## config.mk

```make
export PLATFORM = sky130hd
export DESIGN_NAME = svpwm_fifo
export DESIGN_NICKNAME = d
export VERILOG_FILES = /design/src/sv/svpwm_pkg.sv /design/src/sv/svpwm_fifo.sv
export SDC_FILE = /design/constraint.sdc
export NUM_CORES = 1
export LEC_CHECK = 0
export BUFFER_PORTS_ARGS = -buffer_cell sky130_fd_sc_hd__buf_2
export CORE_MARGIN = 1.5
export CORE_UTILIZATION = 23
export DETAILED_ROUTE_END_ITERATION = 10
export GPL_TIMING_DRIVEN = 0
export SETUP_SLACK_MARGIN = 0.05
export SYNTH_ARGS = -nofsm -noshare
export SYNTH_HDL_FRONTEND = slang
export SYNTH_SLANG_ARGS = --single-unit
```

## constraint.sdc

```tcl
create_clock -name clock -period 10.7 [get_ports clock]
set_input_delay 1.07 -clock clock [delete_from_list [all_inputs] [get_ports clock]]
set_output_delay 1.07 -clock clock [all_outputs]
set_load 0.005 [all_outputs]
```

## src/sv/svpwm_pkg.sv

```systemverilog
// svpwm_pkg: shared types and constants of the space vector pwm compare block
// no dependencies; used by every module of the block except svpwm_div
package svpwm_pkg;

   localparam int VOLT_W  = 16;
   localparam int BUS_W   = 15;
   localparam int COUNT_W = 16;
   localparam int NUM_W   = 32;   // magnitude of an active time numerator
   localparam int TIME_W  = 33;   // active time before rescale
   localparam int SUM_W   = 34;
   localparam int PER_W   = 17;   // time in Q1.16 of one period, up to one

   localparam logic signed [33:0] SQRT3_HALF_Q16 = 34'sd56756;
   localparam logic [16:0]        SQRT3_Q16      = 17'd113512;
   localparam logic [PER_W-1:0]   ONE_PERIOD     = 17'd65536;
   localparam logic [PER_W-1:0]   HALF_PERIOD    = 17'd32768;

   // register indexes of the csr port
   localparam logic [1:0] CSR_BUS_MIN  = 2'd0;
   localparam logic [1:0] CSR_PERIOD   = 2'd1;
   localparam logic [1:0] CSR_CMP_MAX  = 2'd2;
   localparam logic [1:0] CSR_NEUTRAL  = 2'd3;

   // sector codes from the three sign tests
   localparam logic [2:0] SECTOR_1 = 3'd1;
   localparam logic [2:0] SECTOR_2 = 3'd2;
   localparam logic [2:0] SECTOR_3 = 3'd3;
   localparam logic [2:0] SECTOR_4 = 3'd4;
   localparam logic [2:0] SECTOR_5 = 3'd5;
   localparam logic [2:0] SECTOR_6 = 3'd6;

   typedef struct packed {
      logic signed [VOLT_W-1:0] volt_alpha;
      logic signed [VOLT_W-1:0] volt_beta;
      logic [BUS_W-1:0]         bus_volts;
   } req_type;

   typedef struct packed {
      logic [COUNT_W-1:0] compare_a;
      logic [COUNT_W-1:0] compare_b;
      logic [COUNT_W-1:0] compare_c;
      logic [2:0]         sector_code;
      logic               bus_low;
   } rsp_type;

   typedef struct packed {
      logic [BUS_W-1:0]   bus_min_volts;
      logic [COUNT_W-1:0] period_counts;
      logic [COUNT_W-1:0] compare_max;
      logic [COUNT_W-1:0] neutral_compare;
   } cfg_type;

   // classified request passed from front to back
   typedef struct packed {
      logic             bus_low;
      logic [2:0]       sector;
      logic [BUS_W-1:0] bus;
      logic [NUM_W-1:0] num1;
      logic [NUM_W-1:0] num2;
   } item_type;

endpackage

```

## src/sv/svpwm_fifo.sv

```systemverilog
// svpwm_fifo: small register queue of classified requests between front and back
// depends on svpwm_pkg for item_type
module svpwm_fifo #(
   parameter int DEPTH = 4
) (
   input  logic                clock,
   input  logic                reset,
   input  logic                push,
   input  svpwm_pkg::item_type push_data,
   output logic                full,
   input  logic                pop,
   output svpwm_pkg::item_type pop_data,
   output logic                empty
);

   localparam int AW = (DEPTH > 1) ? $clog2(DEPTH) : 1;

   svpwm_pkg::item_type mem_ff [DEPTH];
   logic [AW:0] wr_ptr_ff, wr_ptr_in;
   logic [AW:0] rd_ptr_ff, rd_ptr_in;

   assign empty    = (wr_ptr_ff == rd_ptr_ff);
   assign full     = (wr_ptr_ff[AW] != rd_ptr_ff[AW]) &&
                     (wr_ptr_ff[AW-1:0] == rd_ptr_ff[AW-1:0]);
   assign pop_data = mem_ff[rd_ptr_ff[AW-1:0]];

   assign wr_ptr_in = (push && !full) ? wr_ptr_ff + 1'b1 : wr_ptr_ff;
   assign rd_ptr_in = (pop && !empty) ? rd_ptr_ff + 1'b1 : rd_ptr_ff;

   always_ff @(posedge clock) begin
      if (reset) begin
         wr_ptr_ff <= '0;
         rd_ptr_ff <= '0;
      end else begin
         wr_ptr_ff <= wr_ptr_in;
         rd_ptr_ff <= rd_ptr_in;
      end
   end

   always_ff @(posedge clock) begin
      if (push && !full) begin
         mem_ff[wr_ptr_ff[AW-1:0]] <= push_data;
      end
   end

endmodule

```

* Yosys cells after proc, flatten, opt, wreduce, memory -nomap -nowiden
Memory sizes are Yosys's and may differ from the RTL's. A register that Yosys moved wholly into a read port is not among the register bits. Index checks and enable logic that the tools add are counted.
Word-level totals: register bits 6, bits in latches 0, memory bits (writable) 332, ROM bits 0, bits of input ports 87, output and inout bits 85, logic and storage cells 17, memories 1
Cells by class: $add $sub $neg 2, multiply operators 0, divide/modulo/power cells 0, order comparisons 0, eq/ne operators 3, shifts and indexed selects 0, mux-type cells 4, bitwise operators 0, reduce and logical (&&, ||, !) cells 5
Memories:
- mem_ff | words 4, bits a word 83, read ports 1, clocked after memory_dff 1, wr ports 1, line svpwm_fifo.sv:18 | svpwm_pkg::item_type mem_ff [DEPTH];
Operators with widths (count):
- $add A3 B1 Y3 const B | 2
- $mux W2 | 2
- $eq A3 B3 Y1 | 1
- $logic_and A1 B1 Y1 | 3
- $eq A2 B2 Y1 | 1
- $logic_not A1 Y1 | 2
- $mux W1 | 2
- $ne A1 B1 Y1 | 1

* Depth between registers and ports, before layout
Gate-level depths: netlist of run 1.
depth in word-level cells 6, mapped depth 5

* Worst setup path before layout of run 1
Ideal clock, no wire load.
kind input to register, from input push, to memory mem_ff[3][0] (netlist bit), enable pin, library setup time 0.574 ns, data arrival time 5.332 ns, required time 10.126 ns, path slack 4.794 ns, stages 2, path buffers 0, cell sequence nand2_1 > a31oi_1
Between the ends: word-level cells in the longest chain between the ends 3
RTL lines:
- from (decl) | line svpwm_fifo.sv:8 | input logic push,
- $logic_and A1 B1 Y1 | line svpwm_fifo.sv:41 | if (push && !full) begin
- $mux W1 | line svpwm_fifo.sv:41
- $mux W1 (not written as such) | line svpwm_fifo.sv:42 | mem_ff[wr_ptr_ff[AW-1:0]] <= push_data;
- to (decl) | line svpwm_fifo.sv:18
Every way passes these cells.

==> reports/metrics.csv, run 1 <==
stage;metric;value;unit
run_status;outcome;completed;
critical_path;reg2reg_depth;5;
yosys;ys_seq_area_share;80.9;%
timing;final_max_slew_viol_count;0;
power_and_ir_drop;cellPowerDensity;256;mW/mm2
power_and_ir_drop;p_switching;1.08;mW
clock_network;cts_max_level;2;
clock_network;cts_buffer_depth;3;
yosys;yosysWarnings;0;
critical_path;cp-start-kind;flip-flop;
timing;setup_slack;6.96;ns
detailed_routing;ant_nets;0;
layout;final_cell_mix;332 x edfxtp_1, 179 x buf_2, 83 x mux4_2, 40 x clkbuf_16;
layout;multi_input_area;0.00227;mm2
layout;areaGrowthSynthToFinish;25.5;%
clock_network;hold_buffers;0;
yosys;synth_cell_types;31;
critical_path;r2r_slack;8.20;ns
critical_path;required;9.63;ns
power_and_ir_drop;peakVddDrop;0.157;mV
floorplan;die_w;236;um
place;gp_congestion;0.688;
floorplan;num_rows;85;
detailed_routing;wire_per_inst;18.8;um
floorplan;io_pins;172;
yosys;synthesis.nets;593;
clock_network;cts.repair.resized;0;
clock_network;cts_sinks;340;
timing;slew_headroom;35.2;%
clock_network;clkLatencyLatePin;0.55;ns
place;place_ws;7.44;ns
yosys;synth_area_leader_cell;edfxtp_1;
clock_network;root_buffer;clkbuf_16;
global_routing;first_global_vias;6341;
global_routing;grt_max_degree;47;
timing;hold_violations;0;
global_routing;overflow;0;
critical_path;end_kind;primary output;
yosys;postSynthAreaPerCell;25.0;um2
yosys;synth_edf_count;332;
job;maxCapViolCount;0;
clock_network;path_clk_slew;0.06;ns
layout;layout_commonest_cell;edfxtp_1;
power_and_ir_drop;switching_share;26.9;%
detailed_routing;vias;5921;
detailed_routing;drtPass1Iterations;4;
place;placed_cell_area;0.0145;mm2
global_routing;grt_pass1_wl;40.0;mm
min_path;hold_depth;2;
timing;worst_pin_slew;0.972;ns
timing;fin_skew;0.0293;ns
place;io_buffers;170;
min_path;hp-class;reg2reg;
detailed_routing;drtIter0Drc;251;
floorplan;die-area;0.0559;mm2
yosys;netlist_area;0.0125;mm2
yosys;synth_top_area_share;79.6;%
critical_path;critical_path.max_fanout;10;
yosys;syn_inst;501;
power_and_ir_drop;leakage;5.17;nW
detailed_routing;route.detailed.drc;0;
timing;setup_viol;0;
power_and_ir_drop;power_frac_clock;32.3;%
floorplan;initial_core_util;23.3;%
timing;max_freq;268;MHz
clock_network;cts_setup_buffers;0;
floorplan;core;0.0538;mm2
timing;final.min_clock_period;3.74;ns
timing;period_share;34.9;%
yosys;synth_area_leaders;edfxtp_1 80%, mux4_2 15%, dfxtp_1 1.3%, ha_1 0.50%, buf_4 0.42%;
layout;stdcell_area;0.0157;mm2
critical_path;critical_path_arrival;2.67;ns
layout;seqCellArea;0.0101;mm2
detailed_routing;finalWirelength;27.1;mm
critical_path;crit_type;reg2out;
power_and_ir_drop;power.internal;2.94;mW
global_routing;antenna_found_initial;5;
power_and_ir_drop;comb_power_share;24.6;%
detailed_routing;via_per_inst;4.10;
clock_network;cts_tree;yes;
global_routing;track_usage;9.75;%
yosys;ys.flop_type;edfxtp_1;
power_and_ir_drop;p_seq_share;43.1;%
timing;rsz0062_at_grt;false;
clock_network;numCtsBuffers;39;
timing;holdWs;0.542;ns
yosys;synthArstFlopShare;0;%
floorplan;die_y;236;um
layout;fillers;5284;
layout;nets;813;
timing;setup_tns;0;ns
yosys;ys_ff_latch;340;
layout;drive_gt1_share;45.7;%
place;hpwl;17.2;mm
[logic make-up (layout without fill, tap and decap cells)]
logic type                 Yosys count  count (layout)  synth area share [%]
xor gates and xnor gates             6               6                 0.420
and+or+nand+nor                     23              23                  1.04
buffers and inverters               25             272                  1.22
adders and majority gates            5               5                 0.499
other                                0               1                     0
muxes                               83              83                  14.9
AOI/OAI and AO/OA                   19              19                  1.03
DFF                                340             340                  80.9
[final cells by class]
| type | count | area share [%] |
|---|---|---|
| multi-input cells | 136 | 14.4 |
| clock inverters | 21 | 1.40 |
| well taps | 696 | 5.54 |
| inverters | 4 | 0.0955 |
| repair buffers | 179 | 6.66 |
| flip-flops and latches | 340 | 64.5 |
| plain buffers | 21 | 0.876 |
| clock buffers | 47 | 6.54 |
| diodes | 1 | 0.0159 |
[worst max-delay path, cell delays in order (launching register included)]
cell     delay, ns
dfxtp_1       0.32
buf_2         0.35
buf_1         0.77
mux4_2        0.47
buf_2         0.18
[cells in the mapped netlist, drive strengths merged, types with 4 or more instances]
| library cell | n |
|---|---|
| inv | 4 |
| nor3b | 4 |
| buf | 18 |
| a31oi | 4 |
| mux4 | 83 |
| o211ai | 5 |
| edfxtp | 332 |
| dfxtp | 8 |
| o21ai | 4 |
| nand2 | 5 |
| ha | 5 |
[metrics by stage]
stage               total power, mW  utilization, %  instances
floorplan                      2.35               -        501
global placement               2.79            26.5       1367
detailed placement             2.80            26.9       1376
CTS                            4.12            29.2       1444
global route                   4.23            29.2       1444
finish                         4.02            29.2       1445
[registers in the layout (all words and copies together), names as in the netlist, named ones only]
name	count
rd_ptr_ff	3
wr_ptr_ff	3
mem_ff	332
[routing by layer]
metal,track usage (%),vias up,wire length (um)
met2,15.8,156,12900
met1,12.1,3097,11500
met5,0,-,47
met3,3.37,55,1910
met4,3.26,8,701
li1,-,2605,-
[path summary, 6_finish.rpt]
kind	startpoint	endpoint
hold / removal	rd_ptr_ff[2]	rd_ptr_ff[2]
hold reg to reg	rd_ptr_ff[2]	rd_ptr_ff[2]
setup reg to reg	wr_ptr_ff[0]	mem_ff[1][59]
setup / recovery	flip-flop	pop_data[31]
[power by group through the flow]
stage                     clock [mW]  sequential [mW]  combinational [mW]
after detailed placement           0             1.77                1.03
final                           1.30             1.74               0.991
after global routing            1.39             1.75                1.09
after CTS                       1.35             1.74                1.04
after global placement             0             1.80               0.986
after floorplan                    0             1.77               0.580
(Power assumes the default switching activity.)
==> run 2: changes to the inputs <==
Settings changed: ABC_AREA set to 1.
Clock period 10.7 ns to 3.85 ns, I/O delays scaled along.
==> run 2 against run 1 <==
Count of clock-buffer cells in the layout is the same. Non-clock buffer count up 35. Die area is 2.0% higher. Worst hold slack lost 0.49 ns. Sequential share of layout area shrank 1.2 points. Largest cell class unchanged. Largest power group unchanged.
==> reports/metrics.csv, run 2 <==
stage;metric;value;unit;change
critical_path;cp-start-kind;flip-flop;;unchanged
layout;fillers;5515;;was 5,284
detailed_routing;wl_met1;15.0;mm;was 11.5 mm
clock_network;clkLatencyLatePin;0.54;ns;was 0.55 ns
timing;slew_headroom;42.7;%;was 35.2%
power_and_ir_drop;comb_power_share;14.5;%;was 24.6%
clock_network;numCtsBuffers;39;;unchanged
place;place_inst;1808;;was 1,376
timing;rsz0062_at_grt;false;;unchanged
yosys;synth_area_leaders;edfxtp_1 78%, nor2_1 5.2%, o21ai_0 4.2%, o22ai_1 4.1%, o21ai_1 2.3%;;was edfxtp_1 80%, mux4_2 15%, dfxtp_1 1.3%, ha_1 0.50%, buf_4 0.42%
power_and_ir_drop;leakage;5.53;nW;was 5.17 nW
place;gp_congestion;0.713;;was 0.688
job;maxCapViolCount;0;;unchanged
timing;max_freq;351;MHz;
detailed_routing;top_layer;met5;;unchanged
detailed_routing;wl_met2;16.1;mm;was 12.9 mm
critical_path;critPathTopFamily;buffers and inverters;;unchanged
detailed_routing;vias;7845;;was 5,921
timing;worst_pin_slew;0.860;ns;was 0.972 ns
detailed_routing;drtPass1Iterations;5;;was 4
critical_path;critical_path_arrival;2.47;ns;was 2.67 ns
yosys;ys_seq_area_share;79.2;%;was 80.9%
global_routing;grt_max_degree;49;;was 47
global_routing;antenna_found_initial;5;;unchanged
layout;drive_gt1_share;24.1;%;was 45.7%
power_and_ir_drop;p_switching;2.34;mW;was 1.08 mW
power_and_ir_drop;p_seq_share;47.0;%;was 43.1%
floorplan;core;0.0550;mm2;was 0.0538 mm2
yosys;synthArstFlopShare;0;%;unchanged
floorplan;die_y;239;um;was 236 um
detailed_routing;drtIter0Drc;459;;was 251
floorplan;die_w;239;um;was 236 um
clock_network;root_buffer;clkbuf_16;;unchanged
power_and_ir_drop;switching_share;25.6;%;was 26.9%
layout;fin_cells;1874;;was 1,445
timing;setup_viol;0;;unchanged
detailed_routing;wl_met3;2.51;mm;was 1.91 mm
timing;fin_skew;0.0129;ns;was 0.0293 ns
global_routing;track_usage;11.8;%;was 9.75%
detailed_routing;via_per_inst;4.19;;was 4.10
place;io_buffers;171;;was 170
floorplan;io_pins;172;;unchanged
critical_path;crit_top_cell;buf_2;;unchanged
clock_network;cts.repair.resized;0;;unchanged
detailed_routing;wire_per_inst;18.3;um;was 18.8 um
critical_path;end_kind;primary output;;unchanged
layout;nets;1193;;was 813
floorplan;initial_core_util;23.2;%;was 23.3%
yosys;ys.flop_type;edfxtp_1;;unchanged
yosys;synth_commonest_cells;332 x edfxtp_1, 176 x nor2_1, 106 x o21ai_0, 83 x o22ai_1, 60 x o21ai_1;;was 332 x edfxtp_1, 83 x mux4_2, 9 x buf_2, 8 x dfxtp_1, 7 x buf_4
clock_network;hold_buffers;0;;unchanged
critical_path;path_cells;buf_2, clkbuf_1, o21ai_0, o22ai_1, buf_2;;was buf_2, buf_1, mux4_2, buf_2
global_routing;first_global_vias;7604;;was 6,341
yosys;synthesis.nets;971;;was 593
timing;hold_violations;0;;unchanged
yosys;synth_cell_types;18;;was 31
timing;final.min_clock_period;2.85;ns;
floorplan;die-area;0.0570;mm2;was 0.0559 mm2
global_routing;grt_pass1_wl;49.1;mm;was 40.0 mm
yosys;netlist_area;0.0128;mm2;was 0.0125 mm2
yosys;synth_top_area_share;78.0;%;was 79.6%
timing;period_share;74.0;%;
yosys;synth_area_leader_cell;edfxtp_1;;unchanged
run_status;outcome;completed;;unchanged
clock_network;cts_sinks;340;;unchanged
layout;stdcell_area;0.0160;mm2;was 0.0157 mm2
yosys;synth_most_common_cell;edfxtp_1;;unchanged
place;hpwl;21.5;mm;was 17.2 mm
yosys;synth_edf_count;332;;unchanged
power_and_ir_drop;power.internal;6.79;mW;was 2.94 mW
floorplan;num_rows;86;;was 85
min_path;hp-class;in2reg;;was reg2reg
timing;final_max_slew_viol_count;0;;unchanged
layout;areaGrowthSynthToFinish;25.3;%;was 25.5%
critical_path;r2r_start;wr_ptr_ff[0];;unchanged
critical_path;crit_slowest_cell;clkbuf_1;;was buf_1
critical_path;crit_type;reg2out;;unchanged
min_path;hp-start;push_data[28];;was rd_ptr_ff[2]
power_and_ir_drop;finalPower;9.13;mW;was 4.02 mW
yosys;syn_inst;879;;was 501
layout;finish.utilization;29.1;%;was 29.2%
layout;largest_reg_flops;332;;unchanged
place;placed_cell_area;0.0148;mm2;was 0.0145 mm2
detailed_routing;finalWirelength;34.3;mm;was 27.1 mm
critical_path;critPathBufInv;3;;unchanged
layout;antenna_cells;0;;was 1
yosys;ys_ff_latch;340;;unchanged
global_routing;overflow;0;;unchanged
layout;final_cell_mix;332 x edfxtp_1, 179 x buf_2, 173 x nor2_1, 106 x o21ai_0, 83 x o22ai_1;;was 332 x edfxtp_1, 179 x buf_2, 83 x mux4_2, 40 x clkbuf_16
yosys;postSynthAreaPerCell;14.5;um2;was 25.0 um2
detailed_routing;ant_nets;0;;unchanged
clock_network;path_clk_slew;0.05;ns;was 0.06 ns
clock_network;cts_buffer_depth;3;;unchanged
power_and_ir_drop;peakVddDrop;0.360;mV;was 0.157 mV
yosys;yosysWarnings;0;;unchanged
layout;layout_commonest_cell;edfxtp_1;;unchanged
power_and_ir_drop;power_frac_clock;38.5;%;was 32.3%
clock_network;cts_tree;yes;;unchanged
critical_path;critical_path.max_fanout;10;;unchanged
clock_network;cts_max_level;2;;unchanged
detailed_routing;route.detailed.drc;0;;unchanged
critical_path;required;3.46;ns;was 9.63 ns
critical_path;slowest_delay;0.57;ns;was 0.77 ns
clock_network;cts_setup_buffers;0;;unchanged
timing;holdWs;0.0566;ns;was 0.542 ns
power_and_ir_drop;cellPowerDensity;570;mW/mm2;was 256 mW/mm2
==> run 2: per-layer routing <==
metal / up-vias / track usage (%)
li1: 3741 / -
met1: 3837 / 15.2
met2: 207 / 19.1
met3: 50 / 3.83
met4: 10 / 3.05
met5: - / 0
==> run 2: stage by stage <==
step	setup WS [ns]	TNS, ns
3_5_place_dp	1.31	0
2_1_floorplan	-0.960	-239.01
6_report	1.00	0
4_1_cts	0.898	0
3_3_place_gp	-4.62	-1189.03
5_1_grt	0.813	0
==> run 2: kinds of logic after synthesis <==
logic type | count (synthesis) | share of synthesized area [%]
flops | 340 | 79.2
compound gates | 255 | 10.8
simple gates | 206 | 6.17
buf+inv | 73 | 3.30
fa+ha+maj | 5 | 0.489
==> run 2: area by class of cell <==
| type | instances | area, um2 | area share [%] |
|---|---|---|---|
| Sequential cell | 340 | 10100 | 63.2 |
| Multi-Input combinational cell | 466 | 2250 | 14.1 |
| Timing Repair Buffer | 181 | 1070 | 6.69 |
| Clock buffer | 47 | 1050 | 6.54 |
| Tap cell | 748 | 936 | 5.84 |
| Buffer | 54 | 348 | 2.17 |
| Clock inverter | 19 | 158 | 0.984 |
| Inverter | 19 | 76.3 | 0.476 |
==> run 2: power groups by stage <==
stage               Combinational [mW]  Clock (mW)  Sequential [mW]
floorplan                        0.665           0             4.38
global placement                  1.31           0             4.41
detailed placement                1.37           0             4.37
CTS                               1.37        3.65             4.29
global route                      1.48        3.79             4.30
finish                            1.33        3.52             4.29
==> run 2: path summary, 6_finish.rpt <==
| kind | end | slack (ns) | cells past startpoint |
|---|---|---|---|
| worst max register to register | mem_ff[0][48] | 1.38 | 8 |
| worst min register to register | rd_ptr_ff[2] | 0.56 | 2 |
| worst min-delay path | mem_ff[1][28] | 0.06 | 1 |
| worst max-delay path | pop_data[73] | 1.0 | 5 |
==> run 3: changes to the inputs <==
Clock period 3.85 ns to 2.8 ns, I/O delays scaled along.
==> run 3 against run 2 <==
Critical path type unchanged. Via count up 5.0%. Utilization up 1.6 points. Routed wire length up 0.43%. Non-clock buffer count up 84. Die area unchanged. First-iteration DRC count up 15%.
==> reports/metrics.csv, run 3 (same netlist as run 2, synthesis figures left out) <==
stage;metric;value;unit;change
run_status;outcome;completed;;unchanged
power_and_ir_drop;switching_share;25.0;%;was 25.6%
global_routing;overflow;0;;unchanged
min_path;hp-start;push;;was push_data[28]
place;io_buffers;171;;unchanged
clock_network;clkLatencyLatePin;0.54;ns;about the same
timing;final.min_clock_period;2.56;ns;
detailed_routing;ant_nets;0;;unchanged
critical_path;crit_slowest_cell;clkbuf_1;;unchanged
layout;final_cell_mix;332 x edfxtp_1, 179 x buf_2, 173 x nor2_1, 106 x o21ai_0;;was 332 x edfxtp_1, 179 x buf_2, 173 x nor2_1, 106 x o21ai_0, 83 x o22ai_1
min_path;hold_depth;3;;was 1
power_and_ir_drop;p_switching;3.21;mW;was 2.34 mW
layout;nets;1276;;was 1,193
critical_path;critical_path_arrival;2.28;ns;was 2.47 ns
power_and_ir_drop;leakage;5.93;nW;was 5.53 nW
power_and_ir_drop;power.internal;9.61;mW;was 6.79 mW
critical_path;path_cells;buf_2, clkbuf_1, o21ai_0, o22ai_1, buf_2;;unchanged
global_routing;gr-usage-met3;3.06;%;was 3.83%
global_routing;grt_max_degree;32;;was 49
floorplan;core;0.0550;mm2;unchanged
min_path;holdPathEnd;wr_ptr_ff[1];;was mem_ff[1][28]
timing;slew_headroom;47.2;%;was 42.7%
layout;largest_reg_flops;332;;unchanged
clock_network;cts_sinks;340;;unchanged
floorplan;die-area;0.0570;mm2;unchanged
clock_network;numCtsBuffers;38;;was 39
global_routing;grt_pass1_wl;50.8;mm;was 49.1 mm
detailed_routing;drtPass1Iterations;4;;was 5
layout;drive_gt1_share;23.6;%;was 24.1%
timing;max_freq;391;MHz;
global_routing;track_usage;12.0;%;was 11.8%
layout;areaGrowthSynthToFinish;32.3;%;was 25.3%
detailed_routing;wire_per_inst;17.6;um;was 18.3 um
clock_network;path_clk_slew;0.06;ns;was 0.05 ns
global_routing;gr-usage-met1;16.1;%;was 15.2%
power_and_ir_drop;peakVddDrop;0.531;mV;was 0.360 mV
timing;hold_violations;0;;unchanged
detailed_routing;via_per_inst;4.21;;was 4.19
critical_path;r2r_start;wr_ptr_ff[0];;unchanged
clock_network;cts_tree;yes;;unchanged
clock_network;cts_setup_buffers;0;;unchanged
detailed_routing;route.detailed.drc;0;;unchanged
floorplan;die_w;239;um;unchanged
power_and_ir_drop;p_seq_share;46.0;%;was 47.0%
global_routing;grtUsageMet2;19.2;%;was 19.1%
timing;setup_tns;0;ns;unchanged
critical_path;end_kind;primary output;;unchanged
floorplan;io_pins;172;;unchanged
timing;worst_pin_slew;0.790;ns;was 0.860 ns
layout;antenna_cells;0;;unchanged
layout;layout_commonest_cell;edfxtp_1;;unchanged
layout;fillers;5473;;was 5,515
critical_path;slowest_delay;0.44;ns;was 0.57 ns
detailed_routing;finalWirelength;34.5;mm;was 34.3 mm
place;gp_congestion;0.717;;was 0.713
power_and_ir_drop;comb_power_share;15.0;%;was 14.5%
critical_path;reg2reg_depth;8;;unchanged
timing;setup_viol;0;;unchanged
power_and_ir_drop;finalPower;12.8;mW;was 9.13 mW
global_routing;grt_busiest_layer;met2;;unchanged
clock_network;cts_max_level;2;;unchanged
timing;period_share;91.4;%;
floorplan;initial_core_util;23.2;%;unchanged
detailed_routing;drtIter0Drc;528;;was 459
critical_path;crit_type;reg2out;;unchanged
min_path;hp-class;in2reg;;unchanged
job;maxCapViolCount;0;;unchanged
power_and_ir_drop;power_frac_clock;38.9;%;was 38.5%
layout;seqCellArea;0.0101;mm2;about the same
global_routing;antenna_found_initial;2;;was 5
critical_path;cp-start-kind;flip-flop;;unchanged
floorplan;die_y;239;um;unchanged
critical_path;r2r_slack;0.31;ns;was 1.38 ns
layout;multi_input_area;0.00225;mm2;unchanged
critical_path;worst_r2r_endpoint;mem_ff[0][52];;was mem_ff[0][48]
critical_path;crit_top_cell;buf_2;;unchanged
global_routing;first_global_vias;8270;;was 7,604
power_and_ir_drop;cellPowerDensity;758;mW/mm2;was 570 mW/mm2
detailed_routing;vias;8237;;was 7,845
clock_network;root_buffer;clkbuf_16;;unchanged
critical_path;required;2.52;ns;was 3.46 ns
timing;final_max_slew_viol_count;0;;unchanged
timing;rsz0062_at_grt;false;;unchanged
timing;fin_skew;0.0143;ns;was 0.0129 ns
floorplan;num_rows;86;;unchanged
place;hpwl;21.5;mm;about the same
clock_network;cts_buffer_depth;3;;unchanged
critical_path;critical_path.max_fanout;10;;unchanged
[run 3: cell type report]
type	count	share of cell area [%]
repair buffers	265	11.3
multi-input cells	466	13.3
clock inverters	15	1.07
well taps	748	5.53
inverters	19	0.459
clock buffers	51	6.29
flip-flops and latches	340	59.9
plain buffers	54	2.13
[run 3: metrics by stage]
stage	worst slack (ns)	cells	hold slack [ns]	cell area (um2)	utilization, %
finish	0.240	1958	0.0695	16900	30.8
global route	0.0529	1958	0.0722	16900	30.8
CTS	0.0607	1958	0.0270	16900	30.7
detailed placement	0.278	1809	0.498	14800	27.0
global placement	-2.92	1798	0.491	14600	26.5
floorplan	-0.647	879	0.379	12800	-
[run 3: timing repair]
item | in CTS | in global routing
endpoints found under the setup margin | 2 | 22
endpoints found under the hold margin | 332 | 0
hold buffers | 83 | 0
gates resized for setup | 3 | 16
[run 3: worst max-delay path by stage]
stage	from	end	slack, ns	cells past startpoint
final	flip-flop	pop_data[57]	0.24	5
after global routing	flip-flop	pop_data[72]	0.05	5
after CTS	flip-flop	pop_data[66]	0.06	6
after detailed placement	wr_ptr_ff[0]	mem_ff[0][45]	0.28	8
after global placement	wr_ptr_ff[0]	mem_ff[0][45]	-2.92	6
after floorplan	wr_ptr_ff[0]	mem_ff[0][0]	-0.65	6
[run 3: power groups by stage]
stage | sequential (mW) | combinational, mW | clock [mW]
floorplan | 6.01 | 0.916 | 0
global placement | 6.04 | 1.80 | 0
detailed placement | 6.01 | 1.88 | 0
CTS | 5.90 | 1.98 | 5.14
global route | 5.92 | 2.14 | 5.32
finish | 5.90 | 1.93 | 4.99
[run 3: worst max-delay path, delay by kind of cell (launching register included)]
family	cells	cell delay, ns
compound gates	2	0.41
buf+inv	3	0.96
flops	1	0.36
[run 3: layer usage]
layer  vias to the layer above  routed length [um]  part of all wire (%)
met3                        56                2360                   6.8
met2                       267               16300                    47
met4                         4                 681                   2.0
li1                       3914                   -                     -
met1                      3996               15100                    44
met5                         -                  23                 0.067
